===== src/design/fars_pkg.sv =====
// ----------------------------------------------------------------------------
// fars_pkg: shared types and constants of the forward assembly scheduler
// Field widths, descriptor and result codes, the stored entry layout and the
// command and status bundles between the controller and the datapath.
// ----------------------------------------------------------------------------
`default_nettype none

package fars_pkg;

   localparam int CID_W   = 32;
   localparam int SIZE_W  = 20;
   localparam int TAG_W   = 16;
   localparam int LIMIT_W = 36;

   localparam int AREA_DEPTH_DEF = 32;

   localparam logic [LIMIT_W-1:0] LIMIT_RESET = 36'd16777216;

   localparam int REQ_DATA_W = 72;
   localparam int REQ_USER_W = 3;
   localparam int RSP_DATA_W = 72;
   localparam int RSP_USER_W = 3;

   // Descriptor kinds as they arrive and as they are stored.
   localparam logic [1:0] KIND_DATA  = 2'd0;
   localparam logic [1:0] KIND_START = 2'd1;
   localparam logic [1:0] KIND_END   = 2'd2;
   localparam logic [1:0] KIND_RSVD  = 2'd3;

   // Result kinds.
   localparam logic [1:0] RES_READ   = 2'd0;
   localparam logic [1:0] RES_MARKER = 2'd1;
   localparam logic [1:0] RES_DATA   = 2'd2;
   localparam logic [1:0] RES_EMPTY  = 2'd3;

   // Source of an emitted result.
   localparam logic [1:0] SEL_ENTRY = 2'd0;
   localparam logic [1:0] SEL_READ  = 2'd1;
   localparam logic [1:0] SEL_EMPTY = 2'd2;

   typedef struct packed {
      logic              ready;
      logic [1:0]        kind;
      logic [TAG_W-1:0]  tag;
      logic [SIZE_W-1:0] size;
      logic [CID_W-1:0]  cid;
   } entry_type;

   typedef struct packed {
      logic [1:0]        kind;
      logic [CID_W-1:0]  cid;
      logic [TAG_W-1:0]  tag;
      logic [SIZE_W-1:0] size;
      logic              is_end;
   } result_type;

   typedef struct packed {
      logic       push_en;
      logic       head_rd;
      logic       release_head;
      logic       emit;
      logic [1:0] emit_sel;
      logic       flush;
      logic       mark_start;
      logic       mark_run;
   } cmd_type;

   typedef struct packed {
      logic count_zero;
      logic area_full;
      logic push_trigger;
      logic rd_marker;
      logic rd_ready;
      logic scan_done;
      logic emit_ok;
      logic flush_ok;
      logic pend_valid;
   } sts_type;

endpackage

`default_nettype wire


===== src/design/fars_ram.sv =====
// ----------------------------------------------------------------------------
// fars_ram: simple dual-port RAM
// One write port and one read port with registered read data.
// ----------------------------------------------------------------------------
`default_nettype none

module fars_ram #(
   parameter int WIDTH = 8,
   parameter int DEPTH = 32
) (
   input  wire logic                     clock,
   input  wire logic                     wr_en,
   input  wire logic [$clog2(DEPTH)-1:0] wr_addr,
   input  wire logic [WIDTH-1:0]         wr_data,
   input  wire logic                     rd_en,
   input  wire logic [$clog2(DEPTH)-1:0] rd_addr,
   output logic      [WIDTH-1:0]         rd_data
);

   logic [WIDTH-1:0] mem [DEPTH];

   always_ff @(posedge clock) begin
      if (wr_en) begin
         mem[wr_addr] <= wr_data;
      end
      if (rd_en) begin
         rd_data <= mem[rd_addr];
      end
   end

endmodule

`default_nettype wire


===== src/design/fars_datapath.sv =====
// ----------------------------------------------------------------------------
// fars_datapath: assembly area storage, byte total and result staging
// Holds the descriptor ring in RAM, the head and fill count, the byte total
// and limit, the ready-marking scan and the two-deep result staging.
// ----------------------------------------------------------------------------
`default_nettype none

module fars_datapath #(
   parameter int AREA_DEPTH = fars_pkg::AREA_DEPTH_DEF
) (
   input  wire logic                                 clock,
   input  wire logic                                 reset,
   input  wire fars_pkg::cmd_type                    cmd,
   output fars_pkg::sts_type                         sts,
   input  wire logic [fars_pkg::REQ_DATA_W-1:0]      req_tdata,
   input  wire logic [fars_pkg::REQ_USER_W-1:0]      req_tuser,
   input  wire logic                                 csr_wr_en,
   input  wire logic [fars_pkg::LIMIT_W-1:0]         csr_wr_data,
   input  wire logic                                 rsp_tready,
   output logic                                      rsp_tvalid,
   output logic      [fars_pkg::RSP_DATA_W-1:0]      rsp_tdata,
   output logic      [fars_pkg::RSP_USER_W-1:0]      rsp_tuser,
   output logic                                      rsp_tlast
);

   import fars_pkg::*;

   localparam int AW  = $clog2(AREA_DEPTH);
   localparam int CW  = $clog2(AREA_DEPTH + 1);
   localparam int BW  = SIZE_W + CW;
   localparam int PAD = RSP_DATA_W - CID_W - TAG_W - SIZE_W;
   localparam int WIDTH_E = $bits(entry_type);
   localparam logic [AW:0]   DEPTH_X   = (AW+1)'(AREA_DEPTH);
   localparam logic [CW-1:0] COUNT_MAX = CW'(AREA_DEPTH);
   localparam logic [CW-1:0] COUNT_PRE = CW'(AREA_DEPTH - 1);

   function automatic logic [AW-1:0] wrap_add(logic [AW-1:0] base, logic [CW-1:0] off);
      logic [AW:0] sum;
      sum = {1'b0, base} + (AW+1)'(off);
      if (sum >= DEPTH_X) begin
         sum = sum - DEPTH_X;
      end
      return sum[AW-1:0];
   endfunction

   logic [AW-1:0]      head_ff,      head_in;
   logic [CW-1:0]      count_ff,     count_in;
   logic [BW-1:0]      bytes_ff,     bytes_in;
   logic [LIMIT_W-1:0] limit_ff,     limit_in;
   logic [CID_W-1:0]   cid_ff,       cid_in;
   logic [CW-1:0]      scan_k_ff,    scan_k_in;
   logic [AW-1:0]      scan_addr_ff, scan_addr_in;
   logic               scan_pend_ff, scan_pend_in;
   result_type         pend_ff,      pend_in;
   logic               pend_valid_ff, pend_valid_in;
   result_type         out_ff,       out_in;
   logic               out_last_ff,  out_last_in;
   logic               rsp_valid_ff, rsp_valid_in;

   logic [CID_W-1:0]  req_cid;
   logic [SIZE_W-1:0] req_size;
   logic [TAG_W-1:0]  req_tag;
   logic [1:0]        req_kind;
   logic              req_is_data;
   logic [BW-1:0]     new_bytes;
   entry_type         new_entry;
   entry_type         rd_entry;
   entry_type         marked_entry;
   logic [WIDTH_E-1:0] rd_word;
   logic              mark_match;
   logic              scan_issue;
   logic [AW-1:0]     scan_rd_addr;
   logic              ram_wr_en;
   logic [AW-1:0]     ram_wr_addr;
   entry_type         ram_wr_data;
   logic              ram_rd_en;
   logic [AW-1:0]     ram_rd_addr;
   result_type        new_res;
   logic              out_free;

   // Input beat fields; an unknown kind code is kept as a file end marker.
   assign req_cid     = req_tdata[CID_W-1:0];
   assign req_size    = req_tdata[CID_W+SIZE_W-1:CID_W];
   assign req_tag     = req_tdata[CID_W+SIZE_W+TAG_W-1:CID_W+SIZE_W];
   assign req_kind    = (req_tuser[2:1] == KIND_RSVD) ? KIND_END : req_tuser[2:1];
   assign req_is_data = (req_kind == KIND_DATA);

   assign new_bytes = bytes_ff + (req_is_data ? BW'(req_size) : BW'(0));

   always_comb begin
      new_entry       = '0;
      new_entry.kind  = req_kind;
      new_entry.tag   = req_tag;
      new_entry.cid   = req_cid;
      new_entry.size  = req_is_data ? req_size : '0;
      new_entry.ready = 1'b0;
   end

   assign rd_entry = entry_type'(rd_word);

   // Ready-marking scan: one read per cycle, matches written back next cycle.
   assign scan_issue   = (scan_k_ff != count_ff);
   assign scan_rd_addr = wrap_add(head_ff, scan_k_ff);
   assign mark_match   = scan_pend_ff && (rd_entry.kind == KIND_DATA) &&
                         (rd_entry.cid == cid_ff);

   always_comb begin
      marked_entry       = rd_entry;
      marked_entry.ready = 1'b1;
   end

   assign ram_wr_en   = cmd.push_en || mark_match;
   assign ram_wr_addr = cmd.push_en ? wrap_add(head_ff, count_ff) : scan_addr_ff;
   assign ram_wr_data = cmd.push_en ? new_entry : marked_entry;
   assign ram_rd_en   = cmd.head_rd || (cmd.mark_run && scan_issue);
   assign ram_rd_addr = cmd.head_rd ? head_ff : scan_rd_addr;

   fars_ram #(
      .WIDTH (WIDTH_E),
      .DEPTH (AREA_DEPTH)
   ) u_ram (
      .clock   (clock),
      .wr_en   (ram_wr_en),
      .wr_addr (ram_wr_addr),
      .wr_data (ram_wr_data),
      .rd_en   (ram_rd_en),
      .rd_addr (ram_rd_addr),
      .rd_data (rd_word)
   );

   always_comb begin
      new_res = '0;
      case (cmd.emit_sel)
         SEL_ENTRY: begin
            new_res.tag = rd_entry.tag;
            if (rd_entry.kind != KIND_DATA) begin
               new_res.kind   = RES_MARKER;
               new_res.is_end = (rd_entry.kind == KIND_END);
            end else begin
               new_res.kind = RES_DATA;
               new_res.cid  = rd_entry.cid;
               new_res.size = rd_entry.size;
            end
         end
         SEL_READ: begin
            new_res.kind = RES_READ;
            new_res.cid  = rd_entry.cid;
         end
         SEL_EMPTY: begin
            new_res.kind = RES_EMPTY;
         end
         default: begin
            new_res = '0;
         end
      endcase
   end

   assign out_free = !rsp_valid_ff || rsp_tready;

   always_comb begin
      head_in       = head_ff;
      count_in      = count_ff;
      bytes_in      = bytes_ff;
      limit_in      = csr_wr_en ? csr_wr_data : limit_ff;
      scan_k_in     = scan_k_ff;
      scan_pend_in  = cmd.mark_run && scan_issue;
      pend_valid_in = pend_valid_ff;
      rsp_valid_in  = rsp_valid_ff;

      if (cmd.push_en) begin
         count_in = count_ff + CW'(1);
         bytes_in = new_bytes;
      end else if (cmd.release_head) begin
         head_in  = wrap_add(head_ff, CW'(1));
         count_in = count_ff - CW'(1);
         bytes_in = bytes_ff - BW'(rd_entry.size);
      end

      if (cmd.mark_start) begin
         scan_k_in = '0;
      end else if (cmd.mark_run && scan_issue) begin
         scan_k_in = scan_k_ff + CW'(1);
      end

      // A new result goes to the holding stage; the one held there moves to
      // the output, since it is now known not to be the last of its run.
      if (cmd.emit) begin
         pend_valid_in = 1'b1;
         if (pend_valid_ff) begin
            rsp_valid_in = 1'b1;
         end else if (rsp_tready) begin
            rsp_valid_in = 1'b0;
         end
      end else if (cmd.flush) begin
         pend_valid_in = 1'b0;
         rsp_valid_in  = 1'b1;
      end else if (rsp_tready) begin
         rsp_valid_in = 1'b0;
      end
   end

   always_comb begin
      cid_in       = (cmd.emit && (cmd.emit_sel == SEL_READ)) ? rd_entry.cid : cid_ff;
      scan_addr_in = (cmd.mark_run && scan_issue) ? scan_rd_addr : scan_addr_ff;
      pend_in      = cmd.emit ? new_res : pend_ff;
      out_in       = out_ff;
      out_last_in  = out_last_ff;
      if (cmd.emit && pend_valid_ff) begin
         out_in      = pend_ff;
         out_last_in = 1'b0;
      end else if (cmd.flush) begin
         out_in      = pend_ff;
         out_last_in = 1'b1;
      end
   end

   always_ff @(posedge clock) begin
      if (reset) begin
         head_ff       <= '0;
         count_ff      <= '0;
         bytes_ff      <= '0;
         limit_ff      <= LIMIT_RESET;
         scan_k_ff     <= '0;
         scan_pend_ff  <= 1'b0;
         pend_valid_ff <= 1'b0;
         rsp_valid_ff  <= 1'b0;
      end else begin
         head_ff       <= head_in;
         count_ff      <= count_in;
         bytes_ff      <= bytes_in;
         limit_ff      <= limit_in;
         scan_k_ff     <= scan_k_in;
         scan_pend_ff  <= scan_pend_in;
         pend_valid_ff <= pend_valid_in;
         rsp_valid_ff  <= rsp_valid_in;
      end
   end

   always_ff @(posedge clock) begin
      cid_ff       <= cid_in;
      scan_addr_ff <= scan_addr_in;
      pend_ff      <= pend_in;
      out_ff       <= out_in;
      out_last_ff  <= out_last_in;
   end

   always_comb begin
      sts              = '0;
      sts.count_zero   = (count_ff == '0);
      sts.area_full    = (count_ff == COUNT_MAX);
      sts.push_trigger = (req_is_data && (LIMIT_W'(new_bytes) >= limit_ff)) ||
                         (count_ff == COUNT_PRE);
      sts.rd_marker    = (rd_entry.kind != KIND_DATA);
      sts.rd_ready     = rd_entry.ready;
      sts.scan_done    = !scan_issue && !scan_pend_ff;
      sts.emit_ok      = !pend_valid_ff || out_free;
      sts.flush_ok     = out_free;
      sts.pend_valid   = pend_valid_ff;
   end

   assign rsp_tvalid = rsp_valid_ff;
   assign rsp_tdata  = {{PAD{1'b0}}, out_ff.size, out_ff.tag, out_ff.cid};
   assign rsp_tuser  = {out_ff.is_end, out_ff.kind};
   assign rsp_tlast  = out_last_ff;

endmodule

`default_nettype wire


===== src/design/fars_ctrl.sv =====
// ----------------------------------------------------------------------------
// fars_ctrl: sequencing of pushes and assembly rounds
// Accepts one request beat at a time and steps the datapath through marker
// release, the ready-marking scan, chunk release and the end of the run.
// ----------------------------------------------------------------------------
`default_nettype none

module fars_ctrl (
   input  wire logic              clock,
   input  wire logic              reset,
   input  wire logic              req_tvalid,
   input  wire logic              req_is_drain,
   output logic                   req_tready,
   input  wire fars_pkg::sts_type sts,
   output fars_pkg::cmd_type      cmd
);

   import fars_pkg::*;

   localparam logic [2:0] ST_IDLE     = 3'd0;
   localparam logic [2:0] ST_R1_READ  = 3'd1;
   localparam logic [2:0] ST_R1_CHECK = 3'd2;
   localparam logic [2:0] ST_MARK     = 3'd3;
   localparam logic [2:0] ST_R2_READ  = 3'd4;
   localparam logic [2:0] ST_R2_CHECK = 3'd5;
   localparam logic [2:0] ST_FINISH   = 3'd6;

   logic [2:0] state_ff, state_in;

   assign req_tready = (state_ff == ST_IDLE);

   always_comb begin
      state_in = state_ff;
      cmd      = '0;
      unique case (state_ff)
         ST_IDLE: begin
            if (req_tvalid) begin
               if (req_is_drain) begin
                  if (sts.count_zero) begin
                     cmd.emit     = 1'b1;
                     cmd.emit_sel = SEL_EMPTY;
                     state_in     = ST_FINISH;
                  end else begin
                     state_in = ST_R1_READ;
                  end
               end else if (!sts.area_full) begin
                  cmd.push_en = 1'b1;
                  if (sts.push_trigger) begin
                     state_in = ST_R1_READ;
                  end
               end
            end
         end
         ST_R1_READ: begin
            if (sts.count_zero) begin
               state_in = ST_FINISH;
            end else begin
               cmd.head_rd = 1'b1;
               state_in    = ST_R1_CHECK;
            end
         end
         ST_R1_CHECK: begin
            if (sts.emit_ok) begin
               cmd.emit = 1'b1;
               if (sts.rd_marker) begin
                  cmd.emit_sel     = SEL_ENTRY;
                  cmd.release_head = 1'b1;
                  state_in         = ST_R1_READ;
               end else begin
                  cmd.emit_sel   = SEL_READ;
                  cmd.mark_start = 1'b1;
                  state_in       = ST_MARK;
               end
            end
         end
         ST_MARK: begin
            cmd.mark_run = 1'b1;
            if (sts.scan_done) begin
               state_in = ST_R2_READ;
            end
         end
         ST_R2_READ: begin
            if (sts.count_zero) begin
               state_in = ST_FINISH;
            end else begin
               cmd.head_rd = 1'b1;
               state_in    = ST_R2_CHECK;
            end
         end
         ST_R2_CHECK: begin
            if (sts.rd_marker || sts.rd_ready) begin
               if (sts.emit_ok) begin
                  cmd.emit         = 1'b1;
                  cmd.emit_sel     = SEL_ENTRY;
                  cmd.release_head = 1'b1;
                  state_in         = ST_R2_READ;
               end
            end else begin
               state_in = ST_FINISH;
            end
         end
         ST_FINISH: begin
            // The held result is the last of the run and leaves with tlast.
            if (!sts.pend_valid) begin
               state_in = ST_IDLE;
            end else if (sts.flush_ok) begin
               cmd.flush = 1'b1;
               state_in  = ST_IDLE;
            end
         end
         default: begin
            state_in = ST_IDLE;
         end
      endcase
   end

   always_ff @(posedge clock) begin
      if (reset) begin
         state_ff <= ST_IDLE;
      end else begin
         state_ff <= state_in;
      end
   end

endmodule

`default_nettype wire


===== src/design/forward_assembly_restore_scheduler.sv =====
// ----------------------------------------------------------------------------
// forward_assembly_restore_scheduler: forward assembly area restore scheduler
// Top level: request and result streams, limit register, controller and
// datapath.
// ----------------------------------------------------------------------------
// Descriptors are pushed one beat at a time into a ring of AREA_DEPTH
// entries held in a single RAM. A round, started when the byte total
// reaches the limit, when a push fills the area, or by a drain beat, first
// releases the markers at the head (each a RAM read of the head, then the
// release), then issues the container read request for the chunk left at
// the head and makes the ready-marking pass, which walks every stored entry
// through the RAM's one read port; it then releases markers and ready
// chunks from the head until the look at the head finds neither, and
// closes the run. Stalls on the result side can hold any release and the
// close. A new request beat is taken once the last result of a run has
// moved to the output register, even while that result still waits there.
// The limit register may be written only when no run is in progress.
// ----------------------------------------------------------------------------
`default_nettype none

module forward_assembly_restore_scheduler #(
   parameter int AREA_DEPTH = fars_pkg::AREA_DEPTH_DEF
) (
   input  wire logic                            clock,
   input  wire logic                            reset,
   input  wire logic                            req_tvalid,
   output logic                                 req_tready,
   // container_id [31:0], chunk_size [51:32], chunk_tag [67:52], zeros above
   input  wire logic [fars_pkg::REQ_DATA_W-1:0] req_tdata,
   // req_type [0], entry_kind [2:1]
   input  wire logic [fars_pkg::REQ_USER_W-1:0] req_tuser,
   output logic                                 rsp_tvalid,
   input  wire logic                            rsp_tready,
   // out_container_id [31:0], out_tag [47:32], out_size [67:48], zeros above
   output logic      [fars_pkg::RSP_DATA_W-1:0] rsp_tdata,
   // result_kind [1:0], marker_is_end [2]
   output logic      [fars_pkg::RSP_USER_W-1:0] rsp_tuser,
   // last_of_run
   output logic                                 rsp_tlast,
   input  wire logic                            csr_wr_en,
   input  wire logic [fars_pkg::LIMIT_W-1:0]    csr_wr_data
);

   import fars_pkg::*;

   cmd_type cmd;
   sts_type sts;

   fars_ctrl u_ctrl (
      .clock        (clock),
      .reset        (reset),
      .req_tvalid   (req_tvalid),
      .req_is_drain (req_tuser[0]),
      .req_tready   (req_tready),
      .sts          (sts),
      .cmd          (cmd)
   );

   fars_datapath #(
      .AREA_DEPTH (AREA_DEPTH)
   ) u_datapath (
      .clock       (clock),
      .reset       (reset),
      .cmd         (cmd),
      .sts         (sts),
      .req_tdata   (req_tdata),
      .req_tuser   (req_tuser),
      .csr_wr_en   (csr_wr_en),
      .csr_wr_data (csr_wr_data),
      .rsp_tready  (rsp_tready),
      .rsp_tvalid  (rsp_tvalid),
      .rsp_tdata   (rsp_tdata),
      .rsp_tuser   (rsp_tuser),
      .rsp_tlast   (rsp_tlast)
   );

endmodule

`default_nettype wire


===== config.mk =====
export PLATFORM = sky130hd
export DESIGN_NAME = forward_assembly_restore_scheduler
export DESIGN_NICKNAME = d
export VERILOG_FILES = /design/src/design/fars_pkg.sv /design/src/design/fars_ram.sv /design/src/design/fars_datapath.sv /design/src/design/fars_ctrl.sv /design/src/design/forward_assembly_restore_scheduler.sv
export SDC_FILE = /design/constraint.sdc
export NUM_CORES = 2
export LEC_CHECK = 0
export BUFFER_PORTS_ARGS = -buffer_cell sky130_fd_sc_hd__buf_2
export CAP_MARGIN = 40
export CORE_ASPECT_RATIO = 2
export CORE_MARGIN = 5
export CORE_UTILIZATION = 45
export DETAILED_ROUTE_END_ITERATION = 6
export PLACE_DENSITY = 0.74
export REMOVE_ABC_BUFFERS = 1
export SKIP_CTS_REPAIR_TIMING = 1
export SYNTH_ARGS = -nofsm -noshare
export SYNTH_HDL_FRONTEND = slang
export SYNTH_HIERARCHICAL = 1
export SYNTH_SLANG_ARGS = --single-unit

===== constraint.sdc =====
create_clock -name clock -period 6.54 [get_ports clock]
set_input_delay 0.981 -clock clock [delete_from_list [all_inputs] [get_ports clock]]
set_output_delay 0.981 -clock clock [all_outputs]
set_load 0.005 [all_outputs]

==> key figures <==
Status
  – Outcome: finished, final reports clean

Power and ir drop
  – Tot Pwr: between 40 and 50 mW
  – Pwr/cell area: 382 nW/um2
  – Pleak: around 36 nW
  – Max VDD drop: between 0.2 and 0.3 mV

Die
  – IO Count: 194
  – Die Area: roughly 240000 um2
  – Initial Util: 0.452
  – Die width: 348 um
  – Core area: roughly 230000 um2
  – Rows: between 200 and 250
  – Die H: around 690 um

Global routing
  – Largest net degree at the start of global routing: between 100 and 150
  – Gr usage total: 0.224
  – First-pass GRT wire length: about 390000 um
  – Remaining global-route overflow: 0
  – Vias in the first global route: between 50000 and 60000
  – Initial antenna violation count: 26

Synthesis
  – Compound-Gate Fraction of Synth Area: 0.0490
  – Register bit count reported by yosys: approximately 2600
  – Post-synthesis adder-cell area fraction: 0.0107
  – Post-synthesis sequential area ratio: 0.753
  – Synth top area share: 0.736
  – Leading area contributor after synthesis: edfxtp_1
  – Synth warn: 6
  – Post-Synth Simple-Gate Area: 0.0325
  – Syn Inst Count: around 5500
  – Count of cell types in the netlist: 89
  – Number of enable flip-flop cells after synthesis: 2522
  – Post-synthesis xor/xnor area fraction: 0.00851
  – Multiplexer share of the synthesized area: 0.129
  – Syn_area_per_cell: 18.8 um2
  – Synth area leaders: edfxtp_1, mux4_2, mux2i_1
  – Ys async rst share: 0
  – Ys flop type: edfxtp_1
  – Netlist Area Pre-Place: between 100000 and 150000 um2
  – Largest family of logic cells by synthesized area: multiplexers

Timing
  – Period utilization: 0.838
  – Clk_skew: between 90 and 100 ps
  – Fmax: around 0.18 GHz
  – Hold slack: between 300 and 400 ps
  – Final setup violation count: 0
  – Max-slew violation count: 0
  – Slew HR: 0.327
  – Final hold violations: 0
  – Setup_tns: 0 ps
  – RSZ-0062 raised after global routing: no
  – Post-layout min period: 5480 ps
  – Least-Margin Pin Slew: between 1000 and 1500 ps

Critical path
  – CP endpoint kind: flip-flop
  – Slowest stage cell on the critical path: fa_1
  – Critical setup path kind: in2reg
  – Startpoint types: primary input
  – Worst Path Required: 7310 ps
  – WP data arrival: roughly 6300 ps
  – Worst-path fanout max: 4
  – Critical Path Max Stage Delay: 420 ps

Detailed routing
  – Metal3 WL: around 23000 um
  – DRT iter0 DRCs: approximately 6400
  – Routed len/inst: approximately 30 um
  – Metal2 WL: about 140000 um
  – Final ANT Viol Nets: 0
  – Drt pass-1 iters: 6
  – Total number of vias: ~55000
  – Top sig layer: met5
  – M1 wire length: between 90000 and 100000 um
  – DRC viols: 0
  – Drt via density: between 6 and 7
  – Drt total wl: roughly 270000 um

Worst hold path
  – Class of the worst hold path: in2reg

Clock network
  – CTS Buf Count: 209
  – CTS tree: yes
  – Reg clk slew, reported paths: about 70 ps
  – Clock Tree Root: clkbuf_16
  – Clk sinks: approximately 2600
  – H-tree levels: 4
  – Worst skew pair latency: ~900 ps
  – Clock Path Buffers: 4

Placed design
  – Routability cong.: 0.839
  – Port Buffers: 185
  – Placed Cells: 8576
  – DP HPWL: around 160000 um

Run
  – Max cap viols: 0

Final layout
  – Non-filler cells, final: about 9000
  – Nets: 5988
  – Layout cell share with drive strength beyond 1: 0.192
  – Most frequent cells in the layout: edfxtp_1, mux2i_1, a22oi_1, mux4_2, clkbuf_16
  – Commonest non-fill, non-tap cell in the layout: edfxtp_1
  – Area added between synthesis and finish: 12.6%
-- cell usage after synthesis (all sizes together), types with 44 or more instances --
cell    instances
edfxtp       2522
mux2i         599
a22oi         357
mux4          292
nor2          156
buf           153
nand3         148
clkbuf        142
dfxtp          86
and2           84
nand2          84
ha             80
a21oi          75
inv            73
mux2           62
o21ai          56
xnor2          51
xor2           49
a22o           46
a31oi          46
nand4          44
-- path summary, 6_finish.rpt --
path / from / to / slack, ps / depth (start not counted)
worst max-delay path: req_tuser[2] / u_ctrl/state_ff[0]$_SDFFE_PP0P_ / 1060 / 29
worst min-delay path: csr_wr_data[24] / u_datapath/limit_ff[24]$_SDFFE_PP1P_ / 330 / 3
worst max register to register: u_datapath/u_ram/rd_data[29]$_DFFE_PP_ / u_datapath/u_ram/mem[16][17]$_DFFE_PP_ / 1390 / 8
worst min register to register: u_datapath/pend_ff[29]$_SDFFCE_PN0P_ / u_datapath/rsp_tdata[40]$_DFFE_PP_ / 420 / 0
-- report_power, final --
group / leakage [nW] / internal (mW) / switching, mW
registers: 23.4 / 21.6 / 0.680
logic: 9.36 / 3.21 / 6.12
clock network: 3.25 / 6.78 / 5.83
-- layout make-up --
type	count	area, um2
well taps	3000	3750
flip-flops and latches	2608	77500
diodes	11	27.5
inverters	73	274
multi-input cells	2492	24100
clock buffers	243	5400
fillers	17800	112000
repair buffers	403	3480
clock inverters	132	1320
-- flip-flops by register name, indices dropped and copies added (netlist names), 3 cells and up --
name and cells:
u_datapath/u_ram/mem 2272, u_datapath/pend_ff 71, u_datapath/u_ram/rd_data 71, u_datapath/rsp_tdata 68, u_datapath/limit_ff 36, u_datapath/cid_ff 32, u_datapath/bytes_ff 26, u_datapath/count_ff 6
u_datapath/scan_k_ff 6, u_datapath/head_ff 5, u_datapath/scan_addr_ff 5, u_ctrl/state_ff 3, u_datapath/rsp_tuser 3
-- worst max-delay path: cells and delay by family --
| family | cells | cell delay [ps] |
|---|---|---|
| adder cells (fa/ha/maj) | 3 | 760 |
| buffers and inverters | 5 | 640 |
| XOR/XNOR | 1 | 160 |
| AO/OA/AOI/OAI | 11 | 2270 |
| multiplexers | 1 | 170 |
| AND/OR/NAND/NOR | 8 | 1260 |
-- per-layer routing --
layer / up-vias / track usage
met1: 28300 / 0.255
met4: 22 / 0.110
met5: - / 0
met2: 3031 / 0.408
li1: 22800 / -
met3: 775 / 0.0361
-- logic make-up (layout without fill, tap and decap cells) --
group | after synthesis | in the layout
other | 1 | 15
buffers and inverters | 368 | 851
AOI/OAI and AO/OA | 700 | 700
muxes | 953 | 953
DFF | 2608 | 2608
adders and majority gates | 85 | 85
xor gates and xnor gates | 100 | 100
and+or+nand+nor | 650 | 650
-- through the flow --
stage	util	setup WS, ps	instance area [um2]
floorplan	-	-12420	101000
global placement	0.476	90.4	108000
detailed placement	0.479	203	109000
CTS	0.508	1060	116000
global route	0.508	650	116000
finish	0.509	1060	116000
Note: power is estimated with default switching activity, not from simulation.
